### config.mk
export PLATFORM = sky130hd
export DESIGN_NAME = hid_report_descriptor_parser_flat
export DESIGN_NICKNAME = d
export VERILOG_FILES = /design/src/rtl/hrdp_pkg.sv /design/src/rtl/hrdp_if.sv /design/src/rtl/hrdp_decode.sv /design/src/rtl/hrdp_exec.sv /design/src/rtl/hid_report_descriptor_parser.sv /design/src/flat_wrapper.sv
export SDC_FILE = /design/constraint.sdc
export NUM_CORES = 2
export LEC_CHECK = 0
export BUFFER_PORTS_ARGS = -buffer_cell sky130_fd_sc_hd__buf_2
export CAP_MARGIN = 10
export CORE_MARGIN = 5
export CORE_UTILIZATION = 48
export CTS_CLUSTER_DIAMETER = 120
export CTS_CLUSTER_SIZE = 12
export DETAILED_ROUTE_END_ITERATION = 8
export GPL_ROUTABILITY_DRIVEN = 0
export PLACE_DENSITY = 0.65
export SLEW_MARGIN = 0
export SYNTH_ARGS = -nofsm -noshare
export SYNTH_HDL_FRONTEND = slang
export SYNTH_HIERARCHICAL = 1
export SYNTH_SLANG_ARGS = --single-unit
### constraint.sdc
create_clock -name i_clk -period 19.07 [get_ports i_clk]
set_input_delay 1.907 -clock i_clk [delete_from_list [all_inputs] [get_ports i_clk]]
set_output_delay 1.907 -clock i_clk [all_outputs]
set_load 0.02 [all_outputs]
### src/rtl/hrdp_pkg.sv
// shared types and constants for the hid report descriptor parser
package hrdp_pkg;

    localparam int MAX_RECORDS = 256;
    localparam int REC_W = $clog2(MAX_RECORDS + 1);

    localparam logic [7:0] LONG_PREFIX = 8'hFE;

    typedef enum logic [1:0] {
        PH_PREFIX   = 2'd0,
        PH_SHORT    = 2'd1,
        PH_LONGHDR  = 2'd2,
        PH_LONGDATA = 2'd3
    } t_phase;

    typedef enum logic [1:0] {
        EV_RECORD     = 2'd0,
        EV_RECORD_END = 2'd1,
        EV_END_OK     = 2'd2,
        EV_END_ERR    = 2'd3
    } t_event;

    localparam logic [1:0] TYPE_MAIN   = 2'd0;
    localparam logic [1:0] TYPE_GLOBAL = 2'd1;
    localparam logic [1:0] TYPE_LOCAL  = 2'd2;

    localparam logic [3:0] TAG_INPUT    = 4'h8;
    localparam logic [3:0] TAG_OUTPUT   = 4'h9;
    localparam logic [3:0] TAG_COLL     = 4'hA;
    localparam logic [3:0] TAG_FEATURE  = 4'hB;
    localparam logic [3:0] TAG_END_COLL = 4'hC;

    localparam logic [3:0] TAG_UPAGE    = 4'h0;
    localparam logic [3:0] TAG_LMIN     = 4'h1;
    localparam logic [3:0] TAG_LMAX     = 4'h2;
    localparam logic [3:0] TAG_PMIN     = 4'h3;
    localparam logic [3:0] TAG_PMAX     = 4'h4;
    localparam logic [3:0] TAG_UEXP     = 4'h5;
    localparam logic [3:0] TAG_UNIT     = 4'h6;
    localparam logic [3:0] TAG_RSIZE    = 4'h7;
    localparam logic [3:0] TAG_RID      = 4'h8;
    localparam logic [3:0] TAG_RCOUNT   = 4'h9;

    localparam logic [3:0] TAG_USAGE    = 4'h0;
    localparam logic [3:0] TAG_UMIN     = 4'h1;
    localparam logic [3:0] TAG_UMAX     = 4'h2;

    typedef struct packed {
        logic [7:0] desc_byte;
        logic       is_final;
    } t_in_word;

    typedef struct packed {
        logic [1:0]  event_res;
        logic [1:0]  report_kind;
        logic [7:0]  rep_id;
        logic [31:0] first_usage;
        logic [31:0] last_usage;
        logic [31:0] lo_logical;
        logic [31:0] hi_logical;
        logic [63:0] physical_range;
        logic [35:0] unit_info;
        logic [63:0] size_count;
        logic [31:0] bit_position;
        logic [31:0] item_flags;
    } t_out_word;

    // finished item handed from the byte decoder to the item executor
    typedef struct packed {
        logic        item_done;
        logic        fin;
        logic        err;
        logic [7:0]  prefix;
        logic [31:0] data;
    } t_item;

    function automatic logic [2:0] short_len(input logic [7:0] pfx);
        return (pfx[1:0] == 2'd3) ? 3'd4 : {1'b0, pfx[1:0]};
    endfunction

endpackage

### src/rtl/hrdp_if.sv
// valid/ready stream interface carrying one word
interface hrdp_if #(parameter type T = logic) ();
    logic valid;
    logic ready;
    T     data;
    modport source (output valid, output data, input ready);
    modport sink (input valid, input data, output ready);
endinterface

### src/rtl/hrdp_decode.sv
// byte framing: prefix, short data, long item skipping
module hrdp_decode (
    input  logic              i_clk,
    input  logic              i_rst_n,
    input  logic              i_en,
    input  logic [7:0]        i_byte,
    input  logic              i_fin,
    output hrdp_pkg::t_item   o_item
);
    hrdp_pkg::t_phase r_phase, n_phase;
    logic [7:0]  r_prefix, n_prefix;
    logic [31:0] r_data, n_data;
    logic [8:0]  r_left, n_left;
    logic        r_err, n_err;
    logic        done;
    logic [1:0]  idx;

    always_comb begin
        n_phase  = r_phase;
        n_prefix = r_prefix;
        n_data   = r_data;
        n_left   = r_left;
        n_err    = r_err;
        done     = 1'b0;
        idx      = 2'd0;
        if (!r_err) begin
            unique case (r_phase)
                hrdp_pkg::PH_PREFIX: begin
                    n_prefix = i_byte;
                    n_data   = 32'd0;
                    if (i_byte == hrdp_pkg::LONG_PREFIX) begin
                        n_phase = hrdp_pkg::PH_LONGHDR;
                        n_left  = 9'd2;
                    end else begin
                        n_left = {6'd0, hrdp_pkg::short_len(i_byte)};
                        if (i_byte[1:0] == 2'd0) done = 1'b1;
                        else n_phase = hrdp_pkg::PH_SHORT;
                    end
                end
                hrdp_pkg::PH_SHORT: begin
                    idx = 2'(hrdp_pkg::short_len(r_prefix) - r_left[2:0]);
                    n_data = r_data | ({24'd0, i_byte} << {idx, 3'd0});
                    n_left = r_left - 9'd1;
                    if (n_left == 9'd0) begin
                        n_phase = hrdp_pkg::PH_PREFIX;
                        done    = 1'b1;
                    end
                end
                hrdp_pkg::PH_LONGHDR: begin
                    if (r_left == 9'd2) begin
                        n_data = {24'd0, i_byte};
                        n_left = 9'd1;
                    end else begin
                        n_left  = {1'b0, r_data[7:0]};
                        n_phase = (r_data[7:0] == 8'd0) ? hrdp_pkg::PH_PREFIX
                                                        : hrdp_pkg::PH_LONGDATA;
                    end
                end
                default: begin
                    n_left = r_left - 9'd1;
                    if (n_left == 9'd0) n_phase = hrdp_pkg::PH_PREFIX;
                end
            endcase
            if (i_fin && n_phase != hrdp_pkg::PH_PREFIX) n_err = 1'b1;
        end
    end

    always_comb begin
        o_item.item_done = done;
        o_item.fin       = i_fin;
        o_item.err       = n_err;
        o_item.prefix    = n_prefix;
        o_item.data      = n_data;
    end

    always_ff @(posedge i_clk) begin
        if (!i_rst_n) begin
            r_phase  <= hrdp_pkg::PH_PREFIX;
            r_prefix <= 8'd0;
            r_data   <= 32'd0;
            r_left   <= 9'd0;
            r_err    <= 1'b0;
        end else if (i_en) begin
            if (i_fin) begin
                r_phase  <= hrdp_pkg::PH_PREFIX;
                r_prefix <= 8'd0;
                r_data   <= 32'd0;
                r_left   <= 9'd0;
                r_err    <= 1'b0;
            end else begin
                r_phase  <= n_phase;
                r_prefix <= n_prefix;
                r_data   <= n_data;
                r_left   <= n_left;
                r_err    <= n_err;
            end
        end
    end

`ifndef SYNTH
    a_err_sticky: assert property (@(posedge i_clk) disable iff (!i_rst_n)
        $past(i_en) && !$past(i_fin) && $past(r_err) |-> r_err)
        else $error("error flag dropped without final byte");
    a_short_has_len: assert property (@(posedge i_clk) disable iff (!i_rst_n)
        r_phase == hrdp_pkg::PH_SHORT |-> r_left != 9'd0)
        else $error("short phase with no bytes left");
    a_longdata_len: assert property (@(posedge i_clk) disable iff (!i_rst_n)
        r_phase == hrdp_pkg::PH_LONGDATA |-> r_left != 9'd0)
        else $error("long data phase with no bytes left");
`endif
endmodule

### src/rtl/hrdp_exec.sv
// item executor: global/local state, field records, per-type offsets
module hrdp_exec (
    input  logic                i_clk,
    input  logic                i_rst_n,
    input  logic                i_en,
    input  hrdp_pkg::t_item     i_item,
    output logic                o_valid,
    output hrdp_pkg::t_out_word o_word
);
    logic [15:0] r_upage;
    logic [31:0] r_lmin, r_lmax, r_pmin, r_pmax, r_unit, r_size, r_count;
    logic [3:0]  r_uexp;
    logic [7:0]  r_rid;
    logic [31:0] r_umin, r_umax;
    logic        r_useen;
    logic [31:0] r_off [3];
    logic [hrdp_pkg::REC_W-1:0] r_rec [3];
    logic [31:0] r_prod;
    logic [1:0]  r_prod_k;
    logic        r_prod_v;

    logic [1:0]  typ;
    logic [3:0]  tag;
    logic [31:0] v, sx, u;
    logic [1:0]  kind, k;
    logic        emit, clr;
    logic [31:0] off_fwd;

    always_comb begin
        typ  = i_item.prefix[3:2];
        tag  = i_item.prefix[7:4];
        v    = i_item.data;
        u    = {r_upage, v[15:0]};
        unique case (i_item.prefix[1:0])
            2'd1:    sx = {{24{v[7]}}, v[7:0]};
            2'd2:    sx = {{16{v[15]}}, v[15:0]};
            default: sx = v;
        endcase
        kind = 2'd0;
        if (i_item.item_done && typ == hrdp_pkg::TYPE_MAIN) begin
            if (tag == hrdp_pkg::TAG_INPUT)   kind = 2'd1;
            if (tag == hrdp_pkg::TAG_OUTPUT)  kind = 2'd2;
            if (tag == hrdp_pkg::TAG_FEATURE) kind = 2'd3;
        end
        k    = kind - 2'd1;
        emit = (kind != 2'd0) &&
               (r_rec[k] < hrdp_pkg::REC_W'(hrdp_pkg::MAX_RECORDS));
        clr  = i_item.item_done && typ == hrdp_pkg::TYPE_MAIN &&
               (kind != 2'd0 || tag == hrdp_pkg::TAG_COLL ||
                tag == hrdp_pkg::TAG_END_COLL);
        // pending product from the previous record is added late
        off_fwd = r_off[k] + ((r_prod_v && r_prod_k == k) ? r_prod : 32'd0);
    end

    // result word holds while the pipeline is stalled
    always_ff @(posedge i_clk) begin
        if (!i_rst_n) begin
            o_valid  <= 1'b0;
            r_prod_v <= 1'b0;
        end else if (i_en) begin
            o_valid  <= emit || i_item.fin;
            r_prod_v <= emit && !i_item.fin;
        end
        if (i_en) begin
            r_prod   <= r_size * r_count;
            r_prod_k <= k;
            o_word.event_res      <= i_item.fin ? (emit ? hrdp_pkg::EV_RECORD_END
                                     : (i_item.err ? hrdp_pkg::EV_END_ERR
                                        : hrdp_pkg::EV_END_OK)) : hrdp_pkg::EV_RECORD;
            o_word.report_kind    <= emit ? kind : 2'd0;
            o_word.rep_id         <= emit ? r_rid : 8'd0;
            o_word.first_usage    <= emit ? r_umin : 32'd0;
            o_word.last_usage     <= emit ? r_umax : 32'd0;
            o_word.lo_logical     <= emit ? r_lmin : 32'd0;
            o_word.hi_logical     <= emit ? r_lmax : 32'd0;
            o_word.physical_range <= emit ? {r_pmax, r_pmin} : 64'd0;
            o_word.unit_info      <= emit ? {r_unit, r_uexp} : 36'd0;
            o_word.size_count     <= emit ? {r_size, r_count} : 64'd0;
            o_word.bit_position   <= emit ? off_fwd : 32'd0;
            o_word.item_flags     <= emit ? v : 32'd0;
        end
    end

    always_ff @(posedge i_clk) begin
        if (!i_rst_n || (i_en && i_item.fin)) begin
            r_upage <= 16'd0; r_lmin <= 32'd0; r_lmax <= 32'd0;
            r_pmin  <= 32'd0; r_pmax <= 32'd0; r_unit <= 32'd0;
            r_uexp  <= 4'd0;  r_size <= 32'd0; r_count <= 32'd0;
            r_rid   <= 8'd0;  r_umin <= 32'd0; r_umax <= 32'd0;
            r_useen <= 1'b0;
            for (int i = 0; i < 3; i++) begin
                r_off[i] <= 32'd0;
                r_rec[i] <= '0;
            end
        end else if (i_en) begin
            // fold any pending product into its offset
            if (r_prod_v) r_off[r_prod_k] <= r_off[r_prod_k] + r_prod;
            if (emit) r_rec[k] <= r_rec[k] + 1'b1;
            if (clr) begin
                r_umin <= 32'd0; r_umax <= 32'd0; r_useen <= 1'b0;
            end
            if (i_item.item_done && typ == hrdp_pkg::TYPE_GLOBAL) begin
                unique case (tag)
                    hrdp_pkg::TAG_UPAGE:  r_upage <= v[15:0];
                    hrdp_pkg::TAG_LMIN:   r_lmin  <= sx;
                    hrdp_pkg::TAG_LMAX:   r_lmax  <= sx;
                    hrdp_pkg::TAG_PMIN:   r_pmin  <= v;
                    hrdp_pkg::TAG_PMAX:   r_pmax  <= v;
                    hrdp_pkg::TAG_UEXP:   r_uexp  <= v[3:0];
                    hrdp_pkg::TAG_UNIT:   r_unit  <= v;
                    hrdp_pkg::TAG_RSIZE:  r_size  <= v;
                    hrdp_pkg::TAG_RID:    r_rid   <= v[7:0];
                    hrdp_pkg::TAG_RCOUNT: r_count <= v;
                    default: ;
                endcase
            end
            if (i_item.item_done && typ == hrdp_pkg::TYPE_LOCAL) begin
                unique case (tag)
                    hrdp_pkg::TAG_USAGE: begin
                        if (!r_useen) r_umin <= u;
                        r_umax  <= u;
                        r_useen <= 1'b1;
                    end
                    hrdp_pkg::TAG_UMIN: r_umin <= u;
                    hrdp_pkg::TAG_UMAX: r_umax <= u;
                    default: ;
                endcase
            end
        end
    end

`ifndef SYNTH
    a_rec_cap: assert property (@(posedge i_clk) disable iff (!i_rst_n)
        r_rec[0] <= hrdp_pkg::REC_W'(hrdp_pkg::MAX_RECORDS) &&
        r_rec[1] <= hrdp_pkg::REC_W'(hrdp_pkg::MAX_RECORDS) &&
        r_rec[2] <= hrdp_pkg::REC_W'(hrdp_pkg::MAX_RECORDS))
        else $error("record count beyond cap");
    a_kind_valid: assert property (@(posedge i_clk) disable iff (!i_rst_n)
        o_valid && (o_word.event_res == hrdp_pkg::EV_RECORD ||
                    o_word.event_res == hrdp_pkg::EV_RECORD_END)
        |-> o_word.report_kind != 2'd0)
        else $error("record without report kind");
    a_end_zero: assert property (@(posedge i_clk) disable iff (!i_rst_n)
        o_valid && (o_word.event_res == hrdp_pkg::EV_END_OK ||
                    o_word.event_res == hrdp_pkg::EV_END_ERR)
        |-> o_word.report_kind == 2'd0 && o_word.bit_position == 32'd0)
        else $error("end word carries record data");
`endif
endmodule

### src/rtl/hid_report_descriptor_parser.sv
// top level: input register, decode, execute and skid-buffered output
// an accepted byte passes the input register and the executor's result register before its result word appears
// throughput: one byte per cycle while no result is parked in the skid word; the decode and item logic sit in one stage
// the size*count product is registered and then folded into the offset
// reset: synchronous active-low i_rst_n clears all parser state and empties the output
// the last byte of a descriptor clears the parser state again
module hid_report_descriptor_parser (
    input  logic i_clk,
    input  logic i_rst_n,
    hrdp_if.sink   i_in,
    hrdp_if.source o_out
);
    logic                r_in_v;
    hrdp_pkg::t_in_word  r_in;
    logic                advance;
    hrdp_pkg::t_item     item;
    hrdp_pkg::t_item     exec_item;
    logic                res_v;
    hrdp_pkg::t_out_word res;
    logic                r_skid_v;
    hrdp_pkg::t_out_word r_skid;

    // pipeline moves while no result is parked in the skid word
    assign advance  = !r_skid_v;
    assign i_in.ready = advance;

    always_ff @(posedge i_clk) begin
        if (!i_rst_n) r_in_v <= 1'b0;
        else if (advance) r_in_v <= i_in.valid;
        if (advance && i_in.valid) r_in <= i_in.data;
    end

    hrdp_decode u_dec (
        .i_clk   (i_clk),
        .i_rst_n (i_rst_n),
        .i_en    (advance && r_in_v),
        .i_byte  (r_in.desc_byte),
        .i_fin   (r_in.is_final),
        .o_item  (item)
    );

    // an empty input register hands the executor no item, so its result word clears
    always_comb begin
        exec_item           = item;
        exec_item.item_done = item.item_done && r_in_v;
        exec_item.fin       = item.fin && r_in_v;
    end

    hrdp_exec u_exec (
        .i_clk   (i_clk),
        .i_rst_n (i_rst_n),
        .i_en    (advance),
        .i_item  (exec_item),
        .o_valid (res_v),
        .o_word  (res)
    );

    always_ff @(posedge i_clk) begin
        if (!i_rst_n) r_skid_v <= 1'b0;
        else if (r_skid_v) r_skid_v <= !o_out.ready;
        else r_skid_v <= res_v && !o_out.ready;
        if (!r_skid_v) r_skid <= res;
    end

    assign o_out.valid = r_skid_v || res_v;
    assign o_out.data  = r_skid_v ? r_skid : res;

`ifndef SYNTH
    a_hold: assert property (@(posedge i_clk) disable iff (!i_rst_n)
        r_skid_v |-> !i_in.ready)
        else $error("input taken while result parked");
    a_park: assert property (@(posedge i_clk) disable iff (!i_rst_n)
        res_v && !r_skid_v && !o_out.ready |=> r_skid_v)
        else $error("stalled result not parked");
    a_skid_stable: assert property (@(posedge i_clk) disable iff (!i_rst_n)
        $past(r_skid_v) && r_skid_v |-> $stable(r_skid))
        else $error("parked result changed");
`endif
endmodule

### src/flat_wrapper.sv
// flat-port wrapper written by rule: the top's interface ports become plain ports
module hid_report_descriptor_parser_flat import hrdp_pkg::*;
  (i_clk, i_rst_n, i_in_valid, i_in_data, i_in_ready, o_out_valid, o_out_data, o_out_ready);
  hrdp_if #(.T(t_in_word)) i_in_i ();
  hrdp_if #(.T(t_out_word)) o_out_i ();
  input  logic i_clk;
  input  logic i_rst_n;
  input wire logic [$bits(i_in_i.valid)-1:0] i_in_valid;
  input wire logic [$bits(i_in_i.data)-1:0] i_in_data;
  output wire logic [$bits(i_in_i.ready)-1:0] i_in_ready;
  output wire logic [$bits(o_out_i.valid)-1:0] o_out_valid;
  output wire logic [$bits(o_out_i.data)-1:0] o_out_data;
  input wire logic [$bits(o_out_i.ready)-1:0] o_out_ready;
  assign i_in_i.valid = i_in_valid;
  assign i_in_i.data = i_in_data;
  assign i_in_ready = i_in_i.ready;
  assign o_out_valid = o_out_i.valid;
  assign o_out_data = o_out_i.data;
  assign o_out_i.ready = o_out_ready;
  hid_report_descriptor_parser u_core (.i_clk(i_clk), .i_rst_n(i_rst_n), .i_in(i_in_i), .o_out(o_out_i));
endmodule
* Word-level counts from Yosys, hierarchy flattened *
Memory sizes are Yosys's and may differ from the RTL's. A register that Yosys moved wholly into a read port is not among the register bits.
Index checks and enable logic that the tools add are counted.

word-level totals
  bits in latches = 0
  ROM bits = 0
  RAM bits = 123
  memories kept = 2
  bits in registers = 1152
  output and inout bits = 370

cells by class
  bitwise logic cells = 3
  multipliers = 1
  mux-type cells = 68
  shift-type cells = 1
  add/subtract/negate cells = 6
  div/mod/pow operators = 0
  reduce and logical (&&, ||, !) cells = 46
  order comparisons = 1
  equal/unequal tests = 24

memories
  name                 words  bits a word  rd ports  clocked after memory_dff  write ports  RTL line         source
  u_core.u_exec.r_off  3      32           2         1                         3            hrdp_exec.sv:16  logic [31:0] r_off [3];
  u_core.u_exec.r_rec  3      9            1         0                         3            hrdp_exec.sv:17  logic [hrdp_pkg::REC_W-1:0] r_rec [3];

operators with widths
  operator                                                          count
  368-bit 2-to-1 mux                                                1
  32-bit 2-to-1 mux                                                 11
  32-bit case mux with 2 select lines                               2
  32-bit case mux with 3 select lines                               1
  32-bit adder                                                      2
  32-bit by 32-bit multiplier with 32-bit output                    1
  8-bit 2-to-1 mux                                                  4
  32-bit bitwise OR                                                 1
  32-bit OR reduction                                               1
  8-bit by 5-bit << shifter with 32-bit output                      1
  2-bit 2-to-1 mux                                                  15
  3-bit AND reduction                                               10
  9-bit 2-to-1 mux                                                  3
  1-bit 2-to-1 mux                                                  26
  4-bit == test (second input constant)                             5
  9-bit case mux with 2 select lines                                1
  4-bit by 3-bit == test with 1-bit output (second input constant)  4
  1-bit logical AND                                                 14
  2-bit == test (second input constant)                             5
  9-bit by 1-bit adder with 9-bit output (second input constant)    1
  9-bit by 2-bit == test with 1-bit output (second input constant)  1
  9-bit logical NOT                                                 1
  9-bit < comparator (second input constant)                        1
  9-bit OR reduction                                                1
  other kinds (21)                                                  37

* Depth between registers and ports, before layout *
An unclocked memory read counts as a cell.

  word-level depth = 18
  mapped depth = 31
  gate-level depth less buffers = 26

* By module *
Netlist, hierarchy kept.

modules (own cells, without submodules)
  module                        area each (um^2)  cells an instance  seq. area each (um^2)  times used
  hrdp_exec                     52569.2           4925               23422.5                1
  hid_report_descriptor_parser  12344.3           797                7677.4                 1
  hrdp_decode                   3310.7            414                1041.0                 1

* Least setup slack after synthesis *
OpenSTA, ideal clock, no wires.

  path type = register to register
  from = register u_core.r_skid_v
  to = register u_core.u_exec.r_lmin[23]
  cell stages (with the launch flop) = 11
  arrival = 11.912 ns
  period minus slack after synthesis = 11.998 ns
  path slack = 7.072 ns
  cell sequence = dfxtp_1 -> buf_4 -> buf_6 -> inv_1 -> inv_1 -> or3_1 -> nor2_1 -> clkbuf_1 -> clkbuf_1 -> nor2_1 -> a211oi_1

between the ends
  word-level cells in the longest chain between the ends = 3

RTL lines
  item                    RTL line                            source
  start, declared         hid_report_descriptor_parser.sv:20  logic r_skid_v;
  start signal, assigned  hid_report_descriptor_parser.sv:60  else if (r_skid_v) r_skid_v <= !o_out.ready;
  start signal, assigned  hid_report_descriptor_parser.sv:61  else r_skid_v <= res_v && !o_out.ready;
  1-bit logical NOT       --
  via i_in_ready          flat_wrapper.sv:10                  output wire logic [$bits(i_in_i.ready)-1:0] i_in_ready;
  1-bit logical AND       hrdp_exec.sv:85                     if (!i_rst_n || (i_en && i_item.fin)) begin
  1-bit logical OR        hrdp_exec.sv:85
  end signal, assigned    hrdp_exec.sv:86                     r_upage <= 16'd0; r_lmin <= 32'd0; r_lmax <= 32'd0;
  end signal, assigned    hrdp_exec.sv:105                    hrdp_pkg::TAG_LMIN: r_lmin <= sx;
  end, declared           hrdp_exec.sv:11                     logic [31:0] r_lmin, r_lmax, r_pmin, r_pmax, r_unit, r_size, r_count;

The timed path passes the listed nets, and every way through them passes these cells.
A chain may end at the register's enable or synchronous reset.

==> flow_summary.toml <==
[outcome]
outcome = "complete, no violations"

[final_layout]
layout_commonest_cell = "nand2_1"
final_cells = 8330
post-route-util = 0.530
syn2layout_area_growth_pct = 9.95
filler_cell_count = 12201
fin_area_sq_mm = 0.0750
multiInputGateArea_sq_mm = 0.0327
regArea_sq_mm = 0.0322
layout-drive-gt1-share = 0.172
most-common-layout-cells = "nand2_1 (758), dfxtp_1 (736), and2_1 (662), edfxtp_1 (575), inv_1 (460)"
num-nets-final = 6957

[place]
hpwl_um = 121000
placed_area_sq_mm = 0.0714
io_buffers = 382
placed_cells = 8104
dp_slack_ps = 11090

[route]
routedWlPerCell_um = 22.0
drc = 0
dr.first_iter.drc_count = 4058
routed_wl_um = 183000
viasPerCell = 5.48
first_pass_iters = 6
num_vias = 45624
ant_nets = 0

[grt]
gr-total-overflow = 0
grt_pass1_vias = 45407
grt_max_degree = 246
grtUsageTotal = 0.240
antenna_found_initial = 7
grt_pass1_wl_um = 280000

[setup_path]
crit_buf_inv = 4
cpPeakStageDelay_ps = 790
crit_type = "flip-flop to flip-flop"
cp.required_ps = 19580
cp.arrival_ps = 8480
crit_fanout = 34
crit_path_start_kind = "flip-flop"
worst_path_dominant_cell_family = "simple AND/OR/NAND/NOR gates"
end_kind = "flip-flop"
path_depth = 20
worst_path_max_delay_cell = "nor2_1"
ff2ff_path_depth = 20
cp_cell_sequence = "or2_1 > nor2_1 > mux2_2 > or3b_1 > nor3_2 > buf_4 > inv_1 > ha_1 > clkinv_1 > buf_4 > mux4_2 > ha_1 > a21o_1 > a311o_1 > a21oi_1 > nor2_1 > a2111o_1 > and4_4 > o41ai_2 > mux2i_1"

[synthesis]
synth_area_leaders = "edfxtp_1 (25%), dfxtp_1 (22%), fa_1 (12%)"
syn-cell-area_sq_mm = 0.0682
synth_compound_area_frac = 0.0656
ys.flop_type = "dfxtp_1"
synth_seq_cells = 1318
synth_cell_types = 93
synth-simple-area-share = 0.147
synthMuxAreaShare = 0.0890
synthXorXnorAreaFrac = 0.0188
yosysTopAreaCell = "edfxtp_1"
ys_async_sr_fraction = 0
synthAdderAreaFrac = 0.156
synth_top_family_by_area = "adder cells"
ys.warnings.count = 6
seq_area_frac_synth = 0.471
synth-edff-count = 575
synthCells = 6136
yosysTopAreaCellShare = 0.253
avgSynthCellArea_sq_um = 11.1

[power_and_ir_drop]
peakVddDrop_uv = 75.4
p_per_area_mw_per_mm2 = 72.4
p_total_mw = 5.43
leakage_nw = 32.3

[timing]
slew_headroom = 0.161
fin_tns_setup_ps = 0
post-route-period-util = 0.418
hold_violations = 0
hold_ws_ps = 449
fin_ws_ps = 11100
finalSetupViolations = 0
clock-skew-final_ps = 72.5
rsz0062_at_grt = "false"
max_freq_ghz = 0.125
worst_pin_slew_ps = 1260
slew_viol_final = 0
fin_crit_ps = 7970

[worst_hold_path]
hp-class = "flip-flop to flip-flop"
hold_depth = 2

[clock_network]
numCtsBuffers = 120
cts_setup_buffers = 0
clk_pin_slew_ps = 70
insertion_delay_ps = 780
cts.htree.levels = 3
cts.sinks = 1318
postCtsResizedCells = 0
cts_hold_buf = 0
tritoncts = "built"
clock_path_buffers = 3
root_buffer = "clkbuf_16"

[floorplan]
core_area_sq_mm = 0.141
fp.dieH_um = 387
rows = 138
start_util = 0.482
io_pins = 383
die_area_sq_mm = 0.150
die_w_um = 387

[job]
max-cap-violations = 0
-- flip-flops by register name, summed over array words and instances, names as in the netlist, 16 cells and up, named ones only --
name / flops
u_core/u_exec/r_pmin: 32
u_core/u_exec/r_prod: 32
u_core/u_exec/r_count: 32
u_core/r_skid: 368
u_core/u_exec/r_rec: 36
u_core/u_exec/r_umin: 32
u_core/u_exec/r_unit: 32
u_core/u_exec/r_lmax: 32
u_core/u_dec/r_data: 32
u_core/u_exec/r_umax: 32
u_core/u_exec/r_lmin: 32
u_core/u_exec/r_off: 128
u_core/u_exec/r_upage: 16
u_core/u_exec/o_word: 368
u_core/u_exec/r_size: 32
u_core/u_exec/r_pmax: 32
-- path summary, 6_finish.rpt --
| check | endpoint | from | slack (ps) |
|---|---|---|---|
| worst max-delay path | u_core/u_exec/o_word[59] | u_core/u_dec/r_phase[0] | 11100 |
| worst min register to register | u_core/u_exec/r_pmax[6] | u_core/u_exec/r_pmax[6] | 450 |
| worst min-delay path | u_core/u_exec/r_pmax[6] | u_core/u_exec/r_pmax[6] | 450 |
| worst max register to register | u_core/u_exec/o_word[59] | u_core/u_dec/r_phase[0] | 11100 |
-- per-layer routing --
| metal | vias up | GRT usage | wire length [um] |
|---|---|---|---|
| met5 | - | 0 | 11 |
| met4 | 2 | 0.0683 | 5370 |
| met3 | 315 | 0.0402 | 14000 |
| met2 | 1793 | 0.393 | 86300 |
| met1 | 22740 | 0.333 | 77600 |
| li1 | 20774 | - | - |
-- cells in the mapped netlist, types with 7 or more instances --
| cell type | number |
|---|---|
| o21a_1 | 40 |
| clkbuf_1 | 300 |
| or2_2 | 13 |
| mux2_2 | 378 |
| dfxtp_1 | 743 |
| nor4_1 | 7 |
| nor2_1 | 312 |
| o21bai_1 | 10 |
| inv_1 | 461 |
| mux4_2 | 73 |
| edfxtp_1 | 575 |
| nand3_1 | 83 |
| a211oi_1 | 64 |
| and2_1 | 662 |
| and3_1 | 20 |
| a22oi_1 | 30 |
| a21oi_1 | 361 |
| nor3_1 | 42 |
| ha_1 | 196 |
| mux2i_1 | 16 |
| xnor2_1 | 84 |
| a21o_1 | 50 |
| or3_1 | 16 |
| nand2b_1 | 26 |
| nor2b_1 | 33 |
| buf_6 | 41 |
| o21ai_0 | 60 |
| xor2_1 | 51 |
| buf_2 | 17 |
| nand4_1 | 11 |
| a22o_1 | 13 |
| o21ai_1 | 10 |
| nand2_1 | 764 |
| a31oi_1 | 16 |
| o31a_1 | 7 |
| buf_1 | 14 |
| fa_1 | 410 |
-- worst min-delay path, stage by stage, from the launching register on --
cell     delay [ps]
dfxtp_1         310
nand2_1          50
a21oi_1          50
-- area by class of cell --
class                           instances  share of cell area
Multi-Input combinational cell       3982               0.435
Sequential cell                      1318               0.429
Clock buffer                          213              0.0448
Timing Repair Buffer                  454              0.0334
Tap cell                             1890              0.0315
Inverter                              462              0.0232
Clock inverter                          9             0.00289
Antenna cell                            2           0.0000667
-- cell families (layout without fill, tap and decap cells) --
| kind of cell | after synthesis | count (layout) |
|---|---|---|
| and+or+nand+nor | 2034 | 2034 |
| muxes | 468 | 468 |
| DFF | 1318 | 1318 |
| buffers and inverters | 844 | 1138 |
| adders and majority gates | 606 | 606 |
| other | 1 | 11 |
| xor gates and xnor gates | 139 | 139 |
| AOI/OAI and AO/OA | 726 | 726 |
-- report_power, final --
group | internal, mW | leakage, nW | switching, mW
Clock | 1.19 | 1.68 | 1.06
Combinational | 0.0521 | 18.0 | 0.123
Sequential | 2.98 | 12.7 | 0.0228
(Power assumes the default switching activity.)
